[src/sv/fccd_pkg.sv]
// Shared types, constants and register codes for the frame colour change detector.
`default_nettype none

package fccd_pkg;

    localparam int COLOR_W               = 8;
    localparam int WF_W                  = 7;
    localparam int THR_W                 = 16;
    localparam int Q_FRAC                = 8;
    localparam int CFG_IDX_W             = 1;
    localparam int CFG_DATA_W            = 16;
    localparam int DEF_MAX_WINDOW        = 64;
    localparam int DEF_FRAME_PIXELS_LOG2 = 22;
    localparam int DEF_WINDOW_FRAMES     = 8;
    localparam int DEF_THRESHOLD_Q       = 256;
    localparam int MIN_WINDOW            = 2;
    localparam int CALC_LAT              = 5;

    localparam logic [CFG_IDX_W-1:0] REG_WINDOW_FRAMES = 1'd0;
    localparam logic [CFG_IDX_W-1:0] REG_THRESHOLD_Q   = 1'd1;

    localparam logic CMD_PIXEL = 1'b0;
    localparam logic CMD_CLEAR = 1'b1;

    typedef struct packed {
        logic               cmd;
        logic [COLOR_W-1:0] red;
        logic [COLOR_W-1:0] green;
        logic [COLOR_W-1:0] blue;
        logic               frame_end;
    } pix_in_t;

    typedef struct packed {
        logic light_on;
        logic window_full;
    } result_t;

    typedef struct packed {
        logic pixel;
        logic frame_end;
        logic clear;
        logic load;
    } dp_cmd_t;

    typedef struct packed {
        logic full_now;
        logic sweep_busy;
        logic out_free;
    } dp_stat_t;

endpackage

`default_nettype wire

[src/sv/fccd_ctrl.sv]
// Controller: accepts beats, sequences the window sweep and the arithmetic, and loads the result.
`default_nettype none

module fccd_ctrl (
    input  logic               aclk,
    input  logic               aresetn,
    input  logic               s_valid,
    input  fccd_pkg::pix_in_t  s_data,
    output logic               s_ready,
    output fccd_pkg::dp_cmd_t  dp_cmd,
    input  fccd_pkg::dp_stat_t dp_stat
);
    import fccd_pkg::*;

    localparam int LAT_W = $clog2(CALC_LAT);

    localparam logic [1:0] ST_IDLE  = 2'd0;
    localparam logic [1:0] ST_SWEEP = 2'd1;
    localparam logic [1:0] ST_CALC  = 2'd2;
    localparam logic [1:0] ST_LOAD  = 2'd3;

    logic [1:0]       state_reg, state_next;
    logic [LAT_W-1:0] lat_reg, lat_next;
    logic             accept;

    assign accept           = s_valid && (state_reg == ST_IDLE);
    assign dp_cmd.clear     = accept && (s_data.cmd == CMD_CLEAR);
    assign dp_cmd.pixel     = accept && (s_data.cmd == CMD_PIXEL);
    assign dp_cmd.frame_end = dp_cmd.pixel && s_data.frame_end;
    assign dp_cmd.load      = (state_reg == ST_LOAD) && dp_stat.out_free;
    assign s_ready          = (state_reg == ST_IDLE);

    always_comb begin
        state_next = state_reg;
        lat_next   = lat_reg;
        case (state_reg)
            ST_IDLE: begin
                if (dp_cmd.frame_end) begin
                    state_next = dp_stat.full_now ? ST_SWEEP : ST_LOAD;
                end
            end
            ST_SWEEP: begin
                if (!dp_stat.sweep_busy) begin
                    state_next = ST_CALC;
                    lat_next   = LAT_W'(CALC_LAT - 1);
                end
            end
            ST_CALC: begin
                if (lat_reg == '0) begin
                    state_next = ST_LOAD;
                end else begin
                    lat_next = lat_reg - LAT_W'(1);
                end
            end
            ST_LOAD: begin
                if (dp_stat.out_free) begin
                    state_next = ST_IDLE;
                end
            end
            default: begin
                state_next = ST_IDLE;
            end
        endcase
    end

    always_ff @(posedge aclk) begin
        if (!aresetn) begin
            state_reg <= ST_IDLE;
            lat_reg   <= '0;
        end else begin
            state_reg <= state_next;
            lat_reg   <= lat_next;
        end
    end

endmodule

`default_nettype wire

[config.mk]
export PLATFORM = sky130hd
export DESIGN_NAME = fccd_ctrl
export DESIGN_NICKNAME = d
export VERILOG_FILES = /design/src/sv/fccd_pkg.sv /design/src/sv/fccd_ctrl.sv
export SDC_FILE = /design/constraint.sdc
export NUM_CORES = 1
export LEC_CHECK = 0
export CELL_PAD_IN_SITES_DETAIL_PLACEMENT = 1
export CELL_PAD_IN_SITES_GLOBAL_PLACEMENT = 2
export CORE_MARGIN = 2
export CORE_UTILIZATION = 27
export DETAILED_ROUTE_END_ITERATION = 10
export DONT_BUFFER_PORTS = 1
export GPL_TIMING_DRIVEN = 1
export PLACE_DENSITY_LB_ADDON = 0.1
export SLEW_MARGIN = 5
export SYNTH_ARGS = -nofsm -noshare
export SYNTH_HDL_FRONTEND = slang
export SYNTH_SLANG_ARGS = --single-unit
[constraint.sdc]
create_clock -name aclk -period 1.87 [get_ports aclk]
set_input_delay 0.187 -clock aclk [delete_from_list [all_inputs] [get_ports aclk]]
set_output_delay 0.187 -clock aclk [all_outputs]
set_load 0.005 [all_outputs]
==> reports/qor.yml, run 1 <==
setup_path:
  worst-r2r-setup-slack_ps: 330
  crit_required_ps: 1680
  path_buf_inv: 1
  path_cells: "inv_1, ha_1, nand2_1, nor2_1, and2_1"
  startpoint: "state_reg[0]"
  path_class: "flop to output port"
  cp.arrival_ps: 1370
  path_max_fanout: 7
  crit_path_max_incr_delay_ps: 330
  worstReg2RegEnd: "lat_reg[2]"
  cpLargestDelayFamily: "simple AND/OR/NAND/NOR gates"
  r2r_start: "lat_reg[0]"
  worstSetupEndpoint: "dp_cmd[2]"
  cp-end-kind: "output port"
  start_kind: "flop"
  crit_path_top_delay_cell: "dfxtp_1"
  rr_worst_depth: 6
  crit_cells: 5
pwr:
  p_per_area_mw_per_mm2: 1450
  leakage_nw: 0.171
  ir_worst_vdd_mv: 0.470
synth:
  synthesis.area_um2: 402
  synth_seq_cells: 5
  avgSynthCellArea_um2: 8.93
  seq_area_frac_synth_pct: 24.9
  yosysMostFrequentCell: "ha_1"
  yosysWarnings: 0
  yosysTopAreaCell: "dfxtp_1"
  syn_inst: 45
  ys_async_sr_fraction_pct: 0
  ys_top_cells_by_area: "dfxtp_1 (25%), ha_1 (19%), nor2b_1 (6.2%)"
  synth_top_area_share_pct: 24.9
  synthFlopType: "dfxtp_1"
  synth_cell_types: 22
  synth_common_cells: "ha_1 (6), dfxtp_1 (5), inv_1 (5), nor2b_1 (4), and2_1 (3)"
  syn-num-nets: 83
  synth-edff-count: 0
die:
  die_height_um: 42.6
  die_w_um: 42.6
  core_area_mm2: 0.00135
  ios: 37
  fp-row-count: 13
  die-area_mm2: 0.00181
  start_util_pct: 29.7
timing:
  period_share_pct: 83.2
  worst_slew_pin_slew_ps: 399
  fin_crit_ps: 1560
  max_freq_mhz: 643
  maxSlewHeadroom_pct: 72.7
  setup_viol: 0
  fin_ws_ps: 314
  finalMaxSlewViolations: 0
  rsz0062_at_grt: "no"
  fin_setup_tns_ps: 0
  clock_skew_ps: 4.22
  hold_violations: 0
grt:
  grt_pass1_wl_mm: 1.45
  grt_overflow: 0
  antenna_found_initial: 0
  grt_max_degree: 9
  grt_pass1_vias: 343
  track_usage_pct: 10.9
placed_design:
  dp_hpwl_um: 702
  dp_cells: 59
  placed_cell_area_um2: 409
  pre_cts_ws_ps: 320
  port_buffers: 0
  place.gp.congestion: 0.705
cells_and_area:
  largest_reg_flops: 3
  finish.net_count: 87
  final_cell_area_um2: 435
  syn_to_final_growth_pct: 8.41
  stdcell_count: 63
  drive_gt1_share_pct: 8.33
  diodes: 0
route:
  wire_per_inst_um: 13.1
  remaining_drc_errors: 0
  drt-pass1-iter-count: 1
  finalWirelength_um: 823
  vias: 322
  ant_nets: 0
  via_per_inst: 5.11
  drt_first_iter_violations: 0
clocking:
  cts_resized: 0
  cts_buffer_depth: 2
  cts_root_buf: "clkbuf_4"
  cts_hold_buf: 0
  clock_sinks: 5
  path_clk_slew_ps: 50
  cts_buffers: 3
  clock_latency_ps: 240
  post_cts_buffers: 0
  cts_max_level: 1
  cts_tree: "built"
outcome:
  status: "finished clean"
hold_path:
  hold_class: "primary input to flop"
flow_run:
  cap_violations: 0
## cell type report
type | instances | area (µm²)
sequential | 5 | 100
multi-input combinational | 34 | 272
clock buffer | 4 | 26.3
inverter | 5 | 18.8
tap | 15 | 18.8
fill | 170 | 915
## worst register-to-register path, stage by stage (launching register included)
cell	delay, ps
dfxtp_1	340
inv_1	50
ha_1	190
ha_1	220
and2_1	210
a2111oi_0	320
o21a_1	160
## cells in the final DEF (no fill, tap or decap)
| master | n |
|---|---|
| o31a_1 | 1 |
| o21ai_0 | 1 |
| a2111oi_0 | 1 |
| mux2i_1 | 1 |
| nor2_1 | 2 |
| and3_1 | 1 |
| nor2b_1 | 4 |
| o31ai_1 | 2 |
| ha_1 | 6 |
| o21a_1 | 1 |
| clkbuf_1 | 1 |
| or4b_1 | 2 |
| o41ai_1 | 1 |
| inv_1 | 5 |
| a2111o_1 | 1 |
| nand3b_1 | 1 |
| clkbuf_4 | 3 |
| and2_4 | 1 |
| nand2_1 | 2 |
| and2_1 | 3 |
| dfxtp_1 | 5 |
| a21boi_1 | 2 |
| a21oi_1 | 1 |
## routing by layer
metal,routed length (µm),GRT usage (%),vias to the layer above
met5,0,0,-
met4,0,9.38,0
met3,43,3.02,0
met2,389,16.0,9
met1,390,12.9,145
li1,-,-,168
## per-stage QoR
step / power [mW] / utilization, % / hold WS [ps]
after floorplan: 0.450 / - / 305
after global placement: 0.494 / 30.3 / 309
after detailed placement: 0.515 / 30.3 / 315
after CTS: 0.650 / 32.3 / 57.3
after global routing: 0.710 / 32.3 / 55.9
final: 0.631 / 32.3 / 70.4
## power breakdown
part	switching (mW)	total [mW]	internal, mW	leakage [nW]
Clock	0.0442	0.125	0.0807	0.0150
Sequential	0.0269	0.171	0.144	0.0408
Combinational	0.187	0.336	0.149	0.116
Total	0.258	0.631	0.373	0.171
## cells by family after synthesis
family	after synthesis	share of synthesized area (%)
AND/OR/NAND/NOR	16	25.2
AO/OA/AOI/OAI	11	21.2
buffers and inverters	6	7.48
adder cells (fa/ha/maj)	6	18.7
flip-flops	5	24.9
multiplexers	1	2.49
## worst min-delay path by stage
| stage | start | endpoint | slack, ps | depth (start not counted) |
|---|---|---|---|---|
| after global placement | aresetn | lat_reg[2] | 310 | 1 |
| after CTS | aresetn | lat_reg[2] | 60 | 1 |
| after detailed placement | aresetn | lat_reg[2] | 320 | 1 |
| after floorplan | aresetn | lat_reg[2] | 300 | 1 |
| final | aresetn | lat_reg[2] | 70 | 1 |
| after global routing | aresetn | state_reg[0] | 60 | 2 |
No activity file was read; power rests on OpenSTA's default activity.
==> run 2, diff against run 1 <==
Clock period 1.87 ns to 1.57 ns, I/O delays scaled along.
==> run 2 against run 1 <==
  * Count of clock-buffer cells in the layout is the same
  * Largest cell class unchanged
  * Die area did not move
  * Clock power is 19% higher
  * Wire length up 0.97%
  * Largest power group unchanged
  * Critical path depth unchanged
  * Critical endpoint is now lat_reg[1]
  * Clock skew is essentially flat
==> reports/qor.yml, run 2 (synthesis results as in run 1) <==
cells_and_area:
  final_util_pct: 33.3  # +1.0 points
  largest_reg_flops: 3  # unchanged
  syn_to_final_growth_pct: 11.8
  finish.net_count: 87  # unchanged
  diodes: 0  # unchanged
  fillers: 168  # -1.2%
  drive_gt1_share_pct: 16.7  # +8.3 points
  layout_common_cells: "inv_1 (5), dfxtp_1 (5), nor2b_1 (4), ha_1 (4), clkbuf_4 (3)"
timing:
  max_freq_mhz: 657
  hold_violations: 0  # unchanged
  whs_ps: 40.4  # -30.0 ps
  finalMaxSlewViolations: 0  # unchanged
  clock_skew_ps: 4.22  # -0.0000300 ps
  period_share_pct: 96.9
  fin_crit_ps: 1520
  setup_viol: 0  # unchanged
  worst_slew_pin_slew_ps: 314  # -85.2 ps
  maxSlewHeadroom_pct: 79.0  # +6.3 points
  rsz0062_at_grt: "yes"
clocking:
  cts_buffers: 3  # unchanged
  path_clk_slew_ps: 50  # about the same
  cts_hold_buf: 0  # unchanged
  clock_latency_ps: 240  # about the same
  cts_max_level: 1  # unchanged
  post_cts_buffers: 0  # unchanged
  cts_root_buf: "clkbuf_4"
  cts_buffer_depth: 2  # unchanged
  clock_sinks: 5  # unchanged
  cts_tree: "built"
pwr:
  total_power_mw: 0.805  # +27%
  ir_worst_vdd_mv: 0.576  # +23%
  leakage_nw: 0.172  # +0.40%
  p_per_area_mw_per_mm2: 1790  # +24%
die:
  die_height_um: 42.6  # unchanged
  die-area_mm2: 0.00181  # unchanged
  ios: 37  # unchanged
  start_util_pct: 29.7  # unchanged
  die_w_um: 42.6  # unchanged
  core_area_mm2: 0.00135  # unchanged
  fp-row-count: 13  # unchanged
route:
  drt-pass1-iter-count: 1  # unchanged
  remaining_drc_errors: 0  # unchanged
  wire_per_inst_um: 13.2  # +0.97%
  ant_nets: 0  # unchanged
  via_per_inst: 5.24  # +2.5%
  vias: 330  # +2.5%
  drt_first_iter_violations: 0  # unchanged
  finalWirelength_um: 831  # +0.97%
setup_path:
  rr_worst_depth: 5  # -1
  path_class: "flop to flop"
  crit_required_ps: 1740  # +60 ps
  start_kind: "flop"
  cp-end-kind: "flop"
  cp.arrival_ps: 1700  # +330 ps
  path_max_fanout: 8  # +1
grt:
  grt_max_degree: 9  # unchanged
  grt_overflow: 0  # unchanged
  track_usage_pct: 10.9  # unchanged
  antenna_found_initial: 0  # unchanged
  grt_pass1_vias: 343  # unchanged
  grt_pass1_wl_mm: 1.45  # unchanged
hold_path:
  hold_class: "primary input to flop"
  whs_path_depth: 1  # unchanged
placed_design:
  dp_hpwl_um: 702  # unchanged
  port_buffers: 0  # unchanged
  place.gp.congestion: 0.705  # unchanged
outcome:
  status: "finished clean"
flow_run:
  cap_violations: 0  # unchanged
[run 2: routing by layer]
layer	up-vias	track usage, %	share of wire, %
met1	152	12.9	46
met5	-	0	0
li1	169	-	-
met3	0	3.02	5.2
met2	9	16.0	48
met4	0	9.38	0
[run 2: path summary, 6_finish.rpt]
check	startpoint	end	slack, ps
setup / recovery	state_reg[1]	lat_reg[1]	50
hold / removal	aresetn	lat_reg[2]	40
setup reg to reg	state_reg[1]	lat_reg[1]	50
hold reg to reg	lat_reg[1]	lat_reg[1]	480
[run 2: power breakdown]
group	internal [mW]	switching, mW	leakage (nW)	total [mW]
sequential	0.171	0.0328	0.0408	0.204
clock	0.0961	0.0527	0.0150	0.149
combinational	0.212	0.240	0.116	0.452
total	0.480	0.326	0.172	0.805
[run 2: metrics by stage]
step | TNS [ps] | worst slack, ps | cells | instance area (µm²)
detailed placement | 0 | 19.8 | 59 | 409
CTS | 0 | 14.3 | 63 | 435
floorplan | 0 | 89.1 | 45 | 402
global route | -127 | -40.2 | 63 | 449
finish | 0 | 48.0 | 63 | 449
global placement | 0 | 37.6 | 59 | 409
[run 2: layout make-up]
type / count / area (µm²) / area share, %
clock buffers: 4 / 26.3 / 5.85
inverters: 5 / 18.8 / 4.18
multi-input cells: 34 / 285 / 63.5
flip-flops and latches: 5 / 100 / 22.3
well taps: 15 / 18.8 / 4.18
[run 2: worst max-delay path: stages (launching register included)]
cell and delay [ps]:
dfxtp_1 370, inv_1 90, ha_1 200, and2_4 170, or4b_1 470, a21boi_1 150
[run 2: repair_timing]
item / in CTS / in global routing
setup endpoints to repair: 0 / 5
hold endpoints to repair: 0 / 0
gates resized for setup: 0 / 5
==> run 3, diff against run 2 <==
Settings changed: ABC_AREA set to 1, CORE_UTILIZATION 27 to 24.
==> run 3 against run 2 <==
  * Register-to-register slack gained 180 ps
  * Clock skew shrank 0.78 ps
  * Sequential share of layout area grew 0.44 points
  * Wire length shrank 3.2%
  * Flip-flop and latch count is the same
  * Cell count grew 29%
  * First-iteration DRC count grew 1
  * Global-route usage shrank 0.91 points
  * Synthesized cell count grew 36%
  * Via count grew 7.0%
  * Final area shrank 1.9%
  * Clock power is essentially flat
  * Critical path type is now flop to output port
==> reports/qor.yml, run 3 <==
route:
  wl_met2_um: 337  # -16%
  routed.top_layer: "met4"
  drt_first_iter_violations: 1  # +1
  wl_met1_um: 400  # +3.9%
  drt-pass1-iter-count: 4  # +3
  remaining_drc_errors: 0  # unchanged
  route.met3.wl_um: 53  # +23%
  ant_nets: 0  # unchanged
  via_per_inst: 4.36  # -17%
  wire_per_inst_um: 9.93  # -25%
  finalWirelength_um: 804  # -3.2%
  vias: 353  # +7.0%
grt:
  antenna_found_initial: 0  # unchanged
  grt_pass1_vias: 318  # -7.3%
  grt_max_degree: 6  # -3
  grt_pass1_wl_mm: 1.35  # -6.7%
  track_usage_pct: 10.0  # -0.91 points
  grt_overflow: 0  # unchanged
synth:
  synth_compound_area_share_pct: 12.7  # -8.5 points
  synth_top_area_share_pct: 25.4  # +0.47 points
  synthMuxAreaShare_pct: 0  # -2.5 points
  yosysWarnings: 0  # unchanged
  syn_inst: 61  # +36%
  synth_fa_ha_area_share_pct: 19.0  # +0.36 points
  avgSynthCellArea_um2: 6.46  # -28%
  seq_area_frac_synth_pct: 25.4  # +0.47 points
  synthSimpleGateAreaFrac_pct: 27.6  # +2.4 points
  synth-edff-count: 0  # unchanged
  ys_async_sr_fraction_pct: 0  # unchanged
  yosysTopAreaCell: "dfxtp_1"
  synthFlopType: "dfxtp_1"
  synth_seq_cells: 5  # unchanged
  ys_top_cells_by_area: "dfxtp_1 (25%), ha_1 (19%), inv_1 (13%)"
  synthesis.area_um2: 394  # -1.9%
  synth_cell_types: 15  # -32%
  synth_top_family_by_area: "simple AND/OR/NAND/NOR gates"
  synth_common_cells: "inv_1 (14), nand2_1 (14), ha_1 (6), nor2_1 (6), dfxtp_1 (5)"
  syn-num-nets: 99  # +19%
  synth_xor_area_share_pct: 0  # unchanged
placed_design:
  dp_cells: 77  # +31%
  dp_hpwl_um: 673  # -4.3%
  port_buffers: 0  # unchanged
  place.gp.congestion: 0.712  # +1.0%
cells_and_area:
  finish.net_count: 104  # +20%
  largest_reg_flops: 3  # unchanged
  drive_gt1_share_pct: 13.8  # -2.8 points
  diodes: 0  # unchanged
  syn_to_final_growth_pct: 11.7  # about the same
  multi_input_area_um2: 234  # -18%
  fillers: 194  # +15%
  seqCellArea_um2: 100  # unchanged
  layout_common_cells: "inv_1 (14), nand2_1 (14), nor2_1 (6), ha_1 (6), dfxtp_1 (5)"
  stdcell_count: 81  # +29%
setup_path:
  path_class: "flop to output port"
  r2r_start: "state_reg[0]"
  crit_required_ps: 1410  # -330 ps
  start_kind: "flop"
  cp.arrival_ps: 1280  # -420 ps
  cp-end-kind: "output port"
  startpoint: "state_reg[0]"
  path_max_fanout: 5  # -3
timing:
  maxSlewHeadroom_pct: 85.4  # +6.4 points
  hold_violations: 0  # unchanged
  period_share_pct: 91.7  # -5.2 points
  finalMaxSlewViolations: 0  # unchanged
  clock_skew_ps: 3.44  # -0.779 ps
  worst_slew_pin_slew_ps: 218  # -95.8 ps
  rsz0062_at_grt: "no"
  max_freq_mhz: 695  # +5.7%
  setup_viol: 0  # unchanged
  fin_setup_tns_ps: 0  # unchanged
  fin_crit_ps: 1440  # -82.2 ps
clocking:
  clock_latency_ps: 250  # about the same
  cts_root_buf: "clkbuf_4"
  cts_max_level: 1  # unchanged
  cts_buffers: 3  # unchanged
  cts_resized: 0  # unchanged
  cts_tree: "built"
  clock_sinks: 5  # unchanged
  cts_buffer_depth: 2  # unchanged
  cts_hold_buf: 0  # unchanged
  path_clk_slew_ps: 40  # about the same
  post_cts_buffers: 0  # unchanged
outcome:
  status: "finished clean"
pwr:
  p_per_area_mw_per_mm2: 1830  # +2.2%
  ir_worst_vdd_mv: 0.744  # +29%
  leakage_nw: 0.248  # +44%
flow_run:
  cap_violations: 0  # unchanged
die:
  die_w_um: 44.5  # +4.6%
  start_util_pct: 25.9  # -3.9 points
  fp-row-count: 14  # +1
  ios: 37  # unchanged
  core_area_mm2: 0.00152  # +13%
  die-area_mm2: 0.00198  # +9.4%
  die_height_um: 44.5  # +4.6%
hold_path:
  hold_start: "aresetn"
  hold_class: "primary input to flop"
[run 3: worst max-delay path: stages, from the launching register on]
cell and delay, ps:
dfxtp_1 320, inv_1 110, ha_1 240, inv_1 120, nor3_1 250
[run 3: path summary, 6_finish.rpt]
kind	end	slack (ps)	cells past startpoint
worst max-delay path	dp_cmd[1]	130	4
worst min-delay path	lat_reg[2]	20	2
worst max register to register	state_reg[1]	230	8
worst min register to register	lat_reg[1]	470	2
[run 3: report_power, final]
part	switching, mW	leakage [nW]	internal (mW)
Sequential	0.0355	0.0410	0.178
Clock	0.0552	0.0150	0.0962
Combinational	0.281	0.192	0.160
[run 3: cell families after synthesis]
kind of cell,after synthesis
AOI/OAI and AO/OA,8
adders and majority gates,6
buffers and inverters,16
DFF,5
and+or+nand+nor,26
[run 3: per-stage QoR]
stage               area (µm²)  hold WS, ps  total power [mW]  worst slack [ps]  utilization [%]
floorplan                  394          265             0.577               371                -
global placement           414          269             0.675               191             27.2
detailed placement         414          275             0.670               220             27.2
CTS                        440         7.65             0.832               103             28.9
global route               440         19.2             0.906              29.8             28.9
finish                     440         16.2             0.807               130             28.9
[run 3: final cells by class]
cell class / count / share of cell area [%]
inverters: 16 / 13.6
multi-input cells: 40 / 53.1
well taps: 16 / 4.55
clock buffers: 4 / 5.97
flip-flops and latches: 5 / 22.7
[run 3: per-layer routing]
layer	vias up	GRT usage [%]
met3	4	5.31
li1	195	-
met5	-	0
met1	147	11.8
met4	0	7.27
met2	7	13.6
